File: config.mk
export PLATFORM = sky130hd
export DESIGN_NAME = bitmap_free_bit_allocator
export DESIGN_NICKNAME = d
export VERILOG_FILES = /design/src/rtl/bfba_pkg.sv /design/src/rtl/bfba_ctrl.sv /design/src/rtl/bfba_dp.sv /design/src/rtl/bitmap_free_bit_allocator.sv
export SDC_FILE = /design/constraint.sdc
export NUM_CORES = 2
export LEC_CHECK = 0
export BUFFER_PORTS_ARGS = -buffer_cell sky130_fd_sc_hd__buf_2
export CAP_MARGIN = 30
export CORE_ASPECT_RATIO = 0.9
export CORE_MARGIN = 5
export CORE_UTILIZATION = 33
export DETAILED_ROUTE_END_ITERATION = 7
export PLACE_DENSITY = 0.48
export SYNTH_ARGS = -nofsm -noshare
export SYNTH_HDL_FRONTEND = slang
export SYNTH_SLANG_ARGS = --single-unit
File: constraint.sdc
create_clock -name clk -period 5.9 [get_ports clk]
set_input_delay 0 -clock clk [delete_from_list [all_inputs] [get_ports clk]]
set_output_delay 0 -clock clk [all_outputs]
set_load 0.02 [all_outputs]
File: src/rtl/bfba_pkg.sv
// Shared types, codes and defaults for the bitmap free-bit allocator.
package bfba_pkg;

  localparam int WORDS_DEF = 64;
  localparam int WIU_W     = 7;
  localparam int IDX_W     = 11;
  localparam int REQ_W     = 2;
  localparam int STAT_W    = 2;
  localparam logic [WIU_W-1:0] WIU_RESET = 7'd64;

  localparam logic [REQ_W-1:0] REQ_FIND  = 2'd0;
  localparam logic [REQ_W-1:0] REQ_SET   = 2'd1;
  localparam logic [REQ_W-1:0] REQ_CLEAR = 2'd2;

  localparam logic [STAT_W-1:0] ST_OK        = 2'd0;
  localparam logic [STAT_W-1:0] ST_NONE_FREE = 2'd1;
  localparam logic [STAT_W-1:0] ST_RANGE     = 2'd2;

  typedef struct packed {
    logic              latch_in;
    logic              ctr_clear;
    logic              ctr_inc;
    logic              clr_wr;
    logic              rmw_rd;
    logic              rmw_wr;
    logic              found_ld;
    logic              res_load;
    logic [STAT_W-1:0] res_status;
  } cmd_t;

  typedef struct packed {
    logic in_range;
    logic n_zero;
    logic word_full;
    logic scan_last;
    logic clr_last;
    logic out_free;
  } sts_t;

endpackage

File: src/rtl/bfba_ctrl.sv
// Request sequencer: clearing pass, find scan, read-modify-write, result handoff.
module bfba_ctrl (
  input  logic                           clk,
  input  logic                           rst_n,
  input  logic                           in_tvalid,
  output logic                           in_tready,
  input  logic [bfba_pkg::REQ_W-1:0]     in_req_type,
  input  bfba_pkg::sts_t                 sts,
  output bfba_pkg::cmd_t                 cmd
);
  import bfba_pkg::*;

  localparam logic [2:0] S_CLR  = 3'd0;
  localparam logic [2:0] S_IDLE = 3'd1;
  localparam logic [2:0] S_SCAN = 3'd2;
  localparam logic [2:0] S_MRD  = 3'd3;
  localparam logic [2:0] S_MWR  = 3'd4;
  localparam logic [2:0] S_DONE = 3'd5;

  logic [2:0]        state_r, state_nxt;
  logic [STAT_W-1:0] pend_r, pend_nxt;
  logic              accept;

  assign in_tready = (state_r == S_IDLE);
  assign accept    = in_tvalid & in_tready;

  always_comb begin
    state_nxt = state_r;
    pend_nxt  = pend_r;
    cmd       = '0;
    cmd.res_status = pend_r;
    unique case (state_r)
      S_CLR: begin
        cmd.clr_wr  = 1'b1;
        cmd.ctr_inc = 1'b1;
        if (sts.clr_last) begin
          cmd.ctr_inc   = 1'b0;
          cmd.ctr_clear = 1'b1;
          state_nxt     = S_IDLE;
        end
      end
      S_IDLE: begin
        if (accept) begin
          cmd.latch_in = 1'b1;
          case (in_req_type)
            REQ_FIND: begin
              if (sts.n_zero) begin
                pend_nxt  = ST_NONE_FREE;
                state_nxt = S_DONE;
              end else begin
                cmd.ctr_clear = 1'b1;
                state_nxt     = S_SCAN;
              end
            end
            REQ_SET, REQ_CLEAR: begin
              if (sts.in_range) begin
                state_nxt = S_MRD;
              end else begin
                pend_nxt  = ST_RANGE;
                state_nxt = S_DONE;
              end
            end
            default: begin
              pend_nxt  = ST_OK;
              state_nxt = S_DONE;
            end
          endcase
        end
      end
      S_SCAN: begin
        if (!sts.word_full) begin
          cmd.found_ld = 1'b1;
          pend_nxt     = ST_OK;
          state_nxt    = S_DONE;
        end else if (sts.scan_last) begin
          pend_nxt  = ST_NONE_FREE;
          state_nxt = S_DONE;
        end else begin
          cmd.ctr_inc = 1'b1;
        end
      end
      S_MRD: begin
        cmd.rmw_rd = 1'b1;
        state_nxt  = S_MWR;
      end
      S_MWR: begin
        cmd.rmw_wr = 1'b1;
        pend_nxt   = ST_OK;
        state_nxt  = S_DONE;
      end
      S_DONE: begin
        if (sts.out_free) begin
          cmd.res_load = 1'b1;
          state_nxt    = S_IDLE;
        end
      end
      default: begin
        state_nxt = S_IDLE;
      end
    endcase
  end

  always_ff @(posedge clk) begin
    if (!rst_n) begin
      state_r <= S_CLR;
      pend_r  <= ST_OK;
    end else begin
      state_r <= state_nxt;
      pend_r  <= pend_nxt;
    end
  end

  a_reset_clears: assert property (@(posedge clk) !rst_n |=> state_r == S_CLR)
    else $error("clearing pass not started after reset");
  a_load_free: assert property (@(posedge clk) disable iff (!rst_n)
    cmd.res_load |-> sts.out_free)
    else $error("result loaded over a pending item");
  a_scan_step: assert property (@(posedge clk) disable iff (!rst_n)
    (state_r == S_SCAN && cmd.ctr_inc) |-> (sts.word_full && !sts.scan_last))
    else $error("scan advanced past a free word or the last word");
  a_one_write: assert property (@(posedge clk) disable iff (!rst_n)
    $onehot0({cmd.clr_wr, cmd.rmw_wr}))
    else $error("two memory writes in one cycle");

endmodule

File: src/rtl/bfba_dp.sv
// Bitmap memory, word counter, range checks and result register.
module bfba_dp #(
  parameter int WORDS = bfba_pkg::WORDS_DEF
) (
  input  logic                           clk,
  input  logic                           rst_n,
  input  logic [bfba_pkg::WIU_W-1:0]     wiu,
  input  logic [bfba_pkg::REQ_W-1:0]     in_req_type,
  input  logic [bfba_pkg::IDX_W-1:0]     in_bit_index,
  input  bfba_pkg::cmd_t                 cmd,
  output bfba_pkg::sts_t                 sts,
  output logic                           out_tvalid,
  input  logic                           out_tready,
  output logic [bfba_pkg::STAT_W-1:0]    out_status,
  output logic [bfba_pkg::IDX_W-1:0]     out_free_index
);
  import bfba_pkg::*;

  localparam int AW    = (WORDS > 1) ? $clog2(WORDS) : 1;
  localparam int CNT_W = (AW + 1 > WIU_W) ? AW + 1 : WIU_W;

  logic [31:0]       mem [WORDS];
  logic [31:0]       rd_data_r;
  logic [AW-1:0]     rd_addr;
  logic [AW-1:0]     ctr_r, ctr_nxt;
  logic [AW-1:0]     word_r;
  logic [4:0]        bit_r;
  logic              set_r;
  logic [IDX_W-1:0]  found_r;
  logic              out_valid_r;
  logic [STAT_W-1:0] out_status_r;
  logic [IDX_W-1:0]  out_index_r;
  logic [CNT_W-1:0]  n_act;
  logic [CNT_W-1:0]  in_word;
  logic [CNT_W+4:0]  found_w;
  logic [4:0]        zero_pos;
  logic              mem_we;
  logic [AW-1:0]     wr_addr;
  logic [31:0]       wr_data;
  logic [31:0]       bit_mask;

  assign n_act   = (CNT_W'(wiu) > CNT_W'(WORDS)) ? CNT_W'(WORDS) : CNT_W'(wiu);
  assign in_word = CNT_W'(in_bit_index[IDX_W-1:5]);

  always_comb begin
    zero_pos = 5'd31;
    for (int i = 31; i >= 0; i--) begin
      if (!rd_data_r[i]) begin
        zero_pos = 5'(i);
      end
    end
  end

  assign found_w = {CNT_W'(ctr_r), zero_pos};

  always_comb begin
    ctr_nxt = ctr_r;
    if (cmd.ctr_clear) begin
      ctr_nxt = '0;
    end else if (cmd.ctr_inc) begin
      ctr_nxt = ctr_r + AW'(1);
    end
  end

  assign rd_addr  = cmd.rmw_rd ? word_r : ctr_nxt;
  assign bit_mask = 32'd1 << bit_r;
  assign mem_we   = cmd.clr_wr | cmd.rmw_wr;
  assign wr_addr  = cmd.clr_wr ? ctr_r : word_r;
  assign wr_data  = cmd.clr_wr ? 32'd0 :
                    (set_r ? (rd_data_r | bit_mask) : (rd_data_r & ~bit_mask));

  always_ff @(posedge clk) begin
    if (mem_we) begin
      mem[wr_addr] <= wr_data;
    end
    rd_data_r <= mem[rd_addr];
  end

  always_ff @(posedge clk) begin
    if (!rst_n) begin
      ctr_r       <= '0;
      out_valid_r <= 1'b0;
    end else begin
      ctr_r <= ctr_nxt;
      if (cmd.res_load) begin
        out_valid_r <= 1'b1;
      end else if (out_tready) begin
        out_valid_r <= 1'b0;
      end
    end
  end

  always_ff @(posedge clk) begin
    if (cmd.latch_in) begin
      word_r  <= in_word[AW-1:0];
      bit_r   <= in_bit_index[4:0];
      set_r   <= (in_req_type == REQ_SET);
      found_r <= '0;
    end else if (cmd.found_ld) begin
      found_r <= found_w[IDX_W-1:0];
    end
    if (cmd.res_load) begin
      out_status_r <= cmd.res_status;
      out_index_r  <= found_r;
    end
  end

  assign sts.in_range  = (in_word < n_act);
  assign sts.n_zero    = (n_act == '0);
  assign sts.word_full = &rd_data_r;
  assign sts.scan_last = ((CNT_W'(ctr_r) + CNT_W'(1)) == n_act);
  assign sts.clr_last  = (ctr_r == AW'(WORDS - 1));
  assign sts.out_free  = !out_valid_r | out_tready;

  assign out_tvalid     = out_valid_r;
  assign out_status     = out_status_r;
  assign out_free_index = out_index_r;

endmodule

File: src/rtl/bitmap_free_bit_allocator.sv
// Top level: stream ports, APB register and allocator controller/datapath.
// Find: scans from word 0, one word a cycle, until a free bit or the last word in use.
// Set/clear: read, modify-write, result load; out of range, none free, code 3: load only.
// One item at a time; in_tready returns the cycle after the result loads.
// Reset (sync, active low) clears all WORDS words in a pass, in_tready low meanwhile.
// words_in_use resets to 64; register writes are taken at any time.
module bitmap_free_bit_allocator #(
  parameter int WORDS = bfba_pkg::WORDS_DEF
) (
  input  logic        clk,
  input  logic        rst_n,
  input  logic        in_tvalid,
  output logic        in_tready,
  input  logic [15:0] in_tdata,   // bit_index[10:0], zeros
  input  logic [1:0]  in_tuser,   // req_type[1:0]
  output logic        out_tvalid,
  input  logic        out_tready,
  output logic [15:0] out_tdata,  // free_index[10:0], zeros
  output logic [1:0]  out_tuser,  // status[1:0]
  input  logic        psel,
  input  logic        penable,
  input  logic        pwrite,
  input  logic [2:0]  paddr,
  input  logic [31:0] pwdata,
  output logic [31:0] prdata,
  output logic        pready
);
  import bfba_pkg::*;

  logic [WIU_W-1:0]  wiu_r;
  cmd_t              cmd;
  sts_t              sts;
  logic [IDX_W-1:0]  free_index;
  logic [STAT_W-1:0] status;

  assign pready = 1'b1;
  assign prdata = (paddr[2] == 1'b0) ? {{(32-WIU_W){1'b0}}, wiu_r} : 32'd0;

  always_ff @(posedge clk) begin
    if (!rst_n) begin
      wiu_r <= WIU_RESET;
    end else if (psel && penable && pwrite && pready && (paddr[2] == 1'b0)) begin
      wiu_r <= pwdata[WIU_W-1:0];
    end
  end

  bfba_ctrl u_ctrl (
    .clk         (clk),
    .rst_n       (rst_n),
    .in_tvalid   (in_tvalid),
    .in_tready   (in_tready),
    .in_req_type (in_tuser),
    .sts         (sts),
    .cmd         (cmd)
  );

  bfba_dp #(
    .WORDS (WORDS)
  ) u_dp (
    .clk            (clk),
    .rst_n          (rst_n),
    .wiu            (wiu_r),
    .in_req_type    (in_tuser),
    .in_bit_index   (in_tdata[IDX_W-1:0]),
    .cmd            (cmd),
    .sts            (sts),
    .out_tvalid     (out_tvalid),
    .out_tready     (out_tready),
    .out_status     (status),
    .out_free_index (free_index)
  );

  assign out_tdata = {{(16-IDX_W){1'b0}}, free_index};
  assign out_tuser = status;

endmodule

# == After elaboration in Yosys (flattened, before gate mapping) ==
# Memories as Yosys holds them, arrays and structs flattened. A register that Yosys moved wholly into a read port is not among the register bits.
# Cells that the tools add are included.
# totals
regBits,55
latchBits,0
ramBits,2048
rom_bits,0
out_inout_bits,53
word_cells,127
n_memories,1
# classes
add_sub_neg,2
n_mul,0
div_mod_pow,0
order_cmp,2
n_eq_ne,15
n_shift,1
mux,75
bitwise_logic,7
reduce_logical,13
# memory_table
memory,depth,word_bits,rd,rd_ports_with_merged_regs,write_ports,line,text
u_dp.mem,64,32,1,1,1,bfba_dp.sv:22,logic [31:0] mem [WORDS];
# ops
operator,count
$mux 5,16
$mux 32,2
$mux 3,11
$and 32x32->32,1
$mux 4,8
$not 32->32,1
$or 32x32->32,1
$reduce_and 32->1,1
$shl 1x5->32 const A,1
$mux 6,4
$mux 2,9
$pmux 3 s6,1
$mux 1,17
$mux 7,2
$ne 3x3->1 const B,3
$add 6x1->7 const B,1
$eq 7x7->1,1
$gt 7x7->1 const B,1
$logic_not 7->1,1
$lt 6x7->1,1
$add 6x1->6 const B,1
$eq 3x2->1 const B,2
$eq 3x3->1 const B,2
$eq 6x6->1 const B,1
20 further kinds,26

# == Logic depth before layout (Yosys ltp) ==
# depth
ltp_word,31
ltp_mapped,18
ltp_nobuf,14

# == By module ==
# A second synthesis with hierarchy kept.
# hier_totals
hier_cells,3877
area_unflattened_um2,82939.5
# modules_own_cells
mod,instances,cells_each,area_per_inst_um2
bfba_dp,1,3749,81888.5
bitmap_free_bit_allocator,1,71,594.3
bfba_ctrl,1,57,456.7

# == Worst setup path before layout ==
# Ideal clock, no wire load.
# synth_path
path_type,reg2reg
startpoint,reg u_ctrl.state_r[1]
endpoint,"mem u_dp.mem[10][0], enable pin"
setup_time_ps,421
arrival_ps,3563
slack_ps,1916
path_stages_with_launch,11
n_path_buf,4
path_cell_list,dfxtp_1 clkbuf_1 nor3_1 clkbuf_1 clkbuf_1 nand3b_1 o21ai_0 nand2_1 or3_1 clkbuf_1 nor2_1
# synth_between
elab_chain_cells,5
# synth_lines
element,line,text
start: declaration,bfba_ctrl.sv:20,"logic [2:0] state_r, state_nxt;"
start signal: assignment,bfba_ctrl.sv:108,state_r <= state_nxt;
$eq 3x3->1 or $logic_not 3->1 (tied branches),bfba_ctrl.sv:32,unique case (state_r)
$mux 1,bfba_ctrl.sv:32,
$or 1x1->1,bfba_dp.sv:67,assign mem_we = cmd.clr_wr | cmd.rmw_wr;
$mux 1,bfba_dp.sv:73,if (mem_we) begin
$mux 1 (not written as such),bfba_dp.sv:74,mem[wr_addr] <= wr_data;
end: declaration,bfba_dp.sv:22,
# Parallel ways exist; a longest one is shown, timed or not.

# == Worst setup path in the final report ==
# layout_path
startpoint,"reg u_dp.rd_data_r[0], read port of u_dp.mem"
endpoint,"reg u_dp.rd_data_r[11], read port of u_dp.mem"
# layout_between
elab_chain_cells,6
# layout_lines
element,line,text
start: declaration,bfba_dp.sv:23,logic [31:0] rd_data_r;
$reduce_and 32->1,bfba_dp.sv:110,assign sts.word_full = &rd_data_r;
$mux 1,bfba_ctrl.sv:71,if (!sts.word_full) begin
$pmux 1 s2,bfba_ctrl.sv:32,
$mux 6,bfba_dp.sv:60,end else if (cmd.ctr_inc) begin
$mux 6,bfba_dp.sv:58,if (cmd.ctr_clear) begin
$mux 6,bfba_dp.sv:65,assign rd_addr = cmd.rmw_rd ? word_r : ctr_nxt;
# No other way between the ends.
# A chain may end at the register's enable or synchronous reset.

==> metrics.md <==
| Metric | Value |
|---|---|
| Outcome | finished, final reports clean |
| Leak | 33.72 nW |
| Final WL | 264,100 um |
| Critical path cell sequence | nand4_1 > nor4_1 > nand3_1 > nor2_1 > a21oi_4 > mux2i_1 > o21a_4 > buf_12 > buf_4 > and3_1 > a31oi_1 > a32o_1 > a221oi_1 > o221ai_1 |
| Clk network pwr share | 0.400 |
| Post-DP HPWL | 147,900 um |
| H-tree depth | 4 |
| Skew final | 0.03847 ns |
| Placer Congestion | 0.8293 |
| Vias | 54,060 |
| Critical path type | reg2reg |
| Dpl cells | 9,860 |
| Initial Util | 0.3312 |
| Final setup vio count | 0 |
| DR iter-0 viols | 5,954 |
| CTS Buffer Depth | 3 |
| R2r setup slk | 0.11 ns |
| Slew Viols, Final | 0 |
| Number of flops mapped to enable cells by yosys | 2,073 |
| Syn Std Cell Area | 85,440 sq um |
| Most frequent cell after synthesis | edfxtp_1 |
| Slowest-stage cell, CP | nor4_1 |
| Clock Sinks | 2,135 |
| Die W | 546.4 um |
| Max Freq | 172.7 MHz |
| Final nets | 6,818 |
| Buffer and inverter count on the worst path | 2 |
| Max-Cap Viols | 0 |
| Clock Latency Late Sink | 0.86 ns |
| Worst Hold Slack | 0.1272 ns |
| Sequential area share after synthesis | 0.7431 |
| Fillers | 24,120 |
| Critical Path Source Type | flip-flop |
| Most used flip-flop cell after synthesis | edfxtp_1 |
| Crit-path leading delay family | simple AND/OR/NAND/NOR gates |
| Wire length per cell | 25.55 um |
| Final Hold Viols | 0 |
| CTS clk-pin slew, worst paths | 0.06 ns |
| Area delta synth->final | 17.07% |
| Post-synth top area share | 0.7286 |
| Slew headroom | 0.3222 |
| Total power | 0.03367 W |
| ANT nets after route | 0 |
| CP Capture Type | flip-flop |
| Fin crit share | 0.9813 |
| DIE AREA | 269,200 sq um |
| Area contributors post-synth | edfxtp_1, nand2_1, nand3_1 |
| Yosys cell types | 63 |
| Row count | 177 |
| Power Internal | 0.02536 W |
| Psw | 0.008309 W |
| Core ar. | 258,000 sq um |
| Setup TNS | 0 ns |
| Multi-input logic area | 20,810 sq um |
| CTS tree | done |
| Crit Path Max Fanout | 35 |
| Logic pwr share | 0.106 |
| GRT overflow | 0 |
| Critical path arrival | 6.50 ns |
| First-pass GRT wire length | 377,900 um |
| Clock Tree Root | clkbuf_16 |
| Vias per Instance | 5.229 |
| Register Area | 63,490 sq um |
| 1st-pass router iterations | 5 |
| CTS Buf Count | 223 |
| Slowest stage delay, CP | 0.83 ns |
| Die height | 492.7 um |
| CP required | 6.61 ns |
| Commonest cells in the netlist | edfxtp_1, nand2_1, nand3_1, clkbuf_1, and3_1 |
| Initial antenna violation count | 10 |
| RSZ-0062 raised after global routing | no |
| Share of cells above drive strength 1 | 0.1178 |
| Sw frac | 0.2468 |
| Yosys warnings | 0 |
| Asr flop ratio synth | 0 |
| Syn Inst Count | 6,497 |
| Synth area leader | edfxtp_1 |
| Cell Pwr Density | 336.6 nW/um^2 |
| Input/output buffers | 49 |
| #FFs+latches synth | 2,135 |
| DRC Markers | 0 |
| Reg power frac | 0.494 |
| Minimum clock period | 5.790 ns |
| Largest net degree at the start of global routing | 97 |
| Gr usage total | 0.1903 |
| Final std cells w/o fill | 10,340 |
| # IOs | 113 |
| Post-cts resize count | 0 |
| Number of global-route vias before repair | 51,410 |
| Worst-Margin Slew | 1.014 ns |
| Syn_area_per_cell | 13.15 sq um |
| HP Class | in2reg |
| Worst VDD drop | 0.2324 mV |
==> power groups by stage <==
stage | sequential, W | clock, W | combinational (W)
2_1_floorplan | 0.0169 | 0 | 0.00216
3_3_place_gp | 0.0170 | 0 | 0.00354
3_5_place_dp | 0.0170 | 0 | 0.00355
4_1_cts | 0.0166 | 0.0138 | 0.00359
5_1_grt | 0.0166 | 0.0144 | 0.00389
6_report | 0.0166 | 0.0135 | 0.00356
==> worst min-delay path, stage by stage <==
cell           delay, ns
dlygate4sd3_1       0.53
buf_2               0.13
nand2_1             0.10
nand2_1             0.10
o22ai_1             0.07
==> logic make-up after synthesis <==
| logic type | count (synthesis) | share of synthesized area |
|---|---|---|
| and+or+nand+nor | 2950 | 0.1456 |
| DFF | 2135 | 0.7431 |
| AOI/OAI and AO/OA | 724 | 0.06136 |
| buffers and inverters | 479 | 0.02535 |
| muxes | 185 | 0.02170 |
| xor gates and xnor gates | 13 | 0.001508 |
| adders and majority gates | 9 | 0.001318 |
| other | 2 | 0.00008790 |
==> state kept, by name, summed over array words and instances (netlist names) <==
signal,count
u_dp.bit_r,5
u_dp.ctr_r,6
u_dp.set_r,1
wiu_r,7
u_ctrl.state_r,3
u_dp.rd_data_r,32
u_ctrl.pend_r,2
u_dp.out_status,2
u_dp.out_tvalid,1
u_dp.mem,2048
u_dp.out_free_index,11
u_dp.word_r,6
u_dp.found_r,11
==> placed cells by master, fill, tap and decap left out, drive strengths merged, types with 12 or more instances in the layout <==
master,n
a211oi,17
a21oi,33
a221oi,50
a22oi,25
a311o,16
a311oi,29
a31oi,182
a32o,50
a32oi,51
and3,224
buf,399
clkbuf,297
clkinv,90
conb,31
dfxtp,62
dlygate4sd3,61
edfxtp,2073
inv,22
mux2i,183
nand2,2047
nand3,449
nand4,15
nor2,135
nor2b,17
nor3,15
o211ai,18
o21ai,143
o221ai,75
or3,12
==> layer usage <==
metal | vias up | wire, um | global-route usage | part of all wire
li1 | 24410 | - | - | -
met1 | 27540 | 121800 | 0.2808 | 0.46
met2 | 1798 | 118900 | 0.2947 | 0.45
met3 | 309 | 17540 | 0.03030 | 0.066
met4 | 0 | 5882 | 0.04625 | 0.022
met5 | - | 0 | 0 | 0
==> per-stage QoR <==
step	setup slack [ns]	instance area, sq um	utilization
finish	0.1102	100000	0.3877
global route	0.02639	100000	0.3876
CTS	0.1177	99980	0.3875
detailed placement	0.1581	92410	0.3582
global placement	0.07183	92250	0.3576
floorplan	1.916	85550	-
==> worst paths after layout <==
| kind | startpoint | to | cells after the start |
|---|---|---|---|
| hold / removal | in_tvalid | u_dp.found_r[0] | 5 |
| hold reg to reg | u_dp.found_r[1] | u_dp.out_free_index[1] | 0 |
| setup reg to reg | u_dp.rd_data_r[0] | u_dp.rd_data_r[11] | 14 |
| setup / recovery | u_dp.rd_data_r[0] | u_dp.rd_data_r[11] | 14 |
==> cell type report <==
type                            count  share of cell area
Sequential cell                  2135              0.6347
Multi-Input combinational cell   3913              0.2080
Clock buffer                      297             0.06019
Timing Repair Buffer              460             0.04443
Tap cell                         3401             0.04254
Clock inverter                    108            0.009307
Inverter                           16           0.0006004
Antenna cell                        7           0.0001751
==> timing repair <==
item	CTS	global route
endpoints found under the setup margin	0	1
endpoints found under the hold margin	67	0
setup buffers	0	3
hold buffers	61	0
Power figures use the tool's default switching activity.
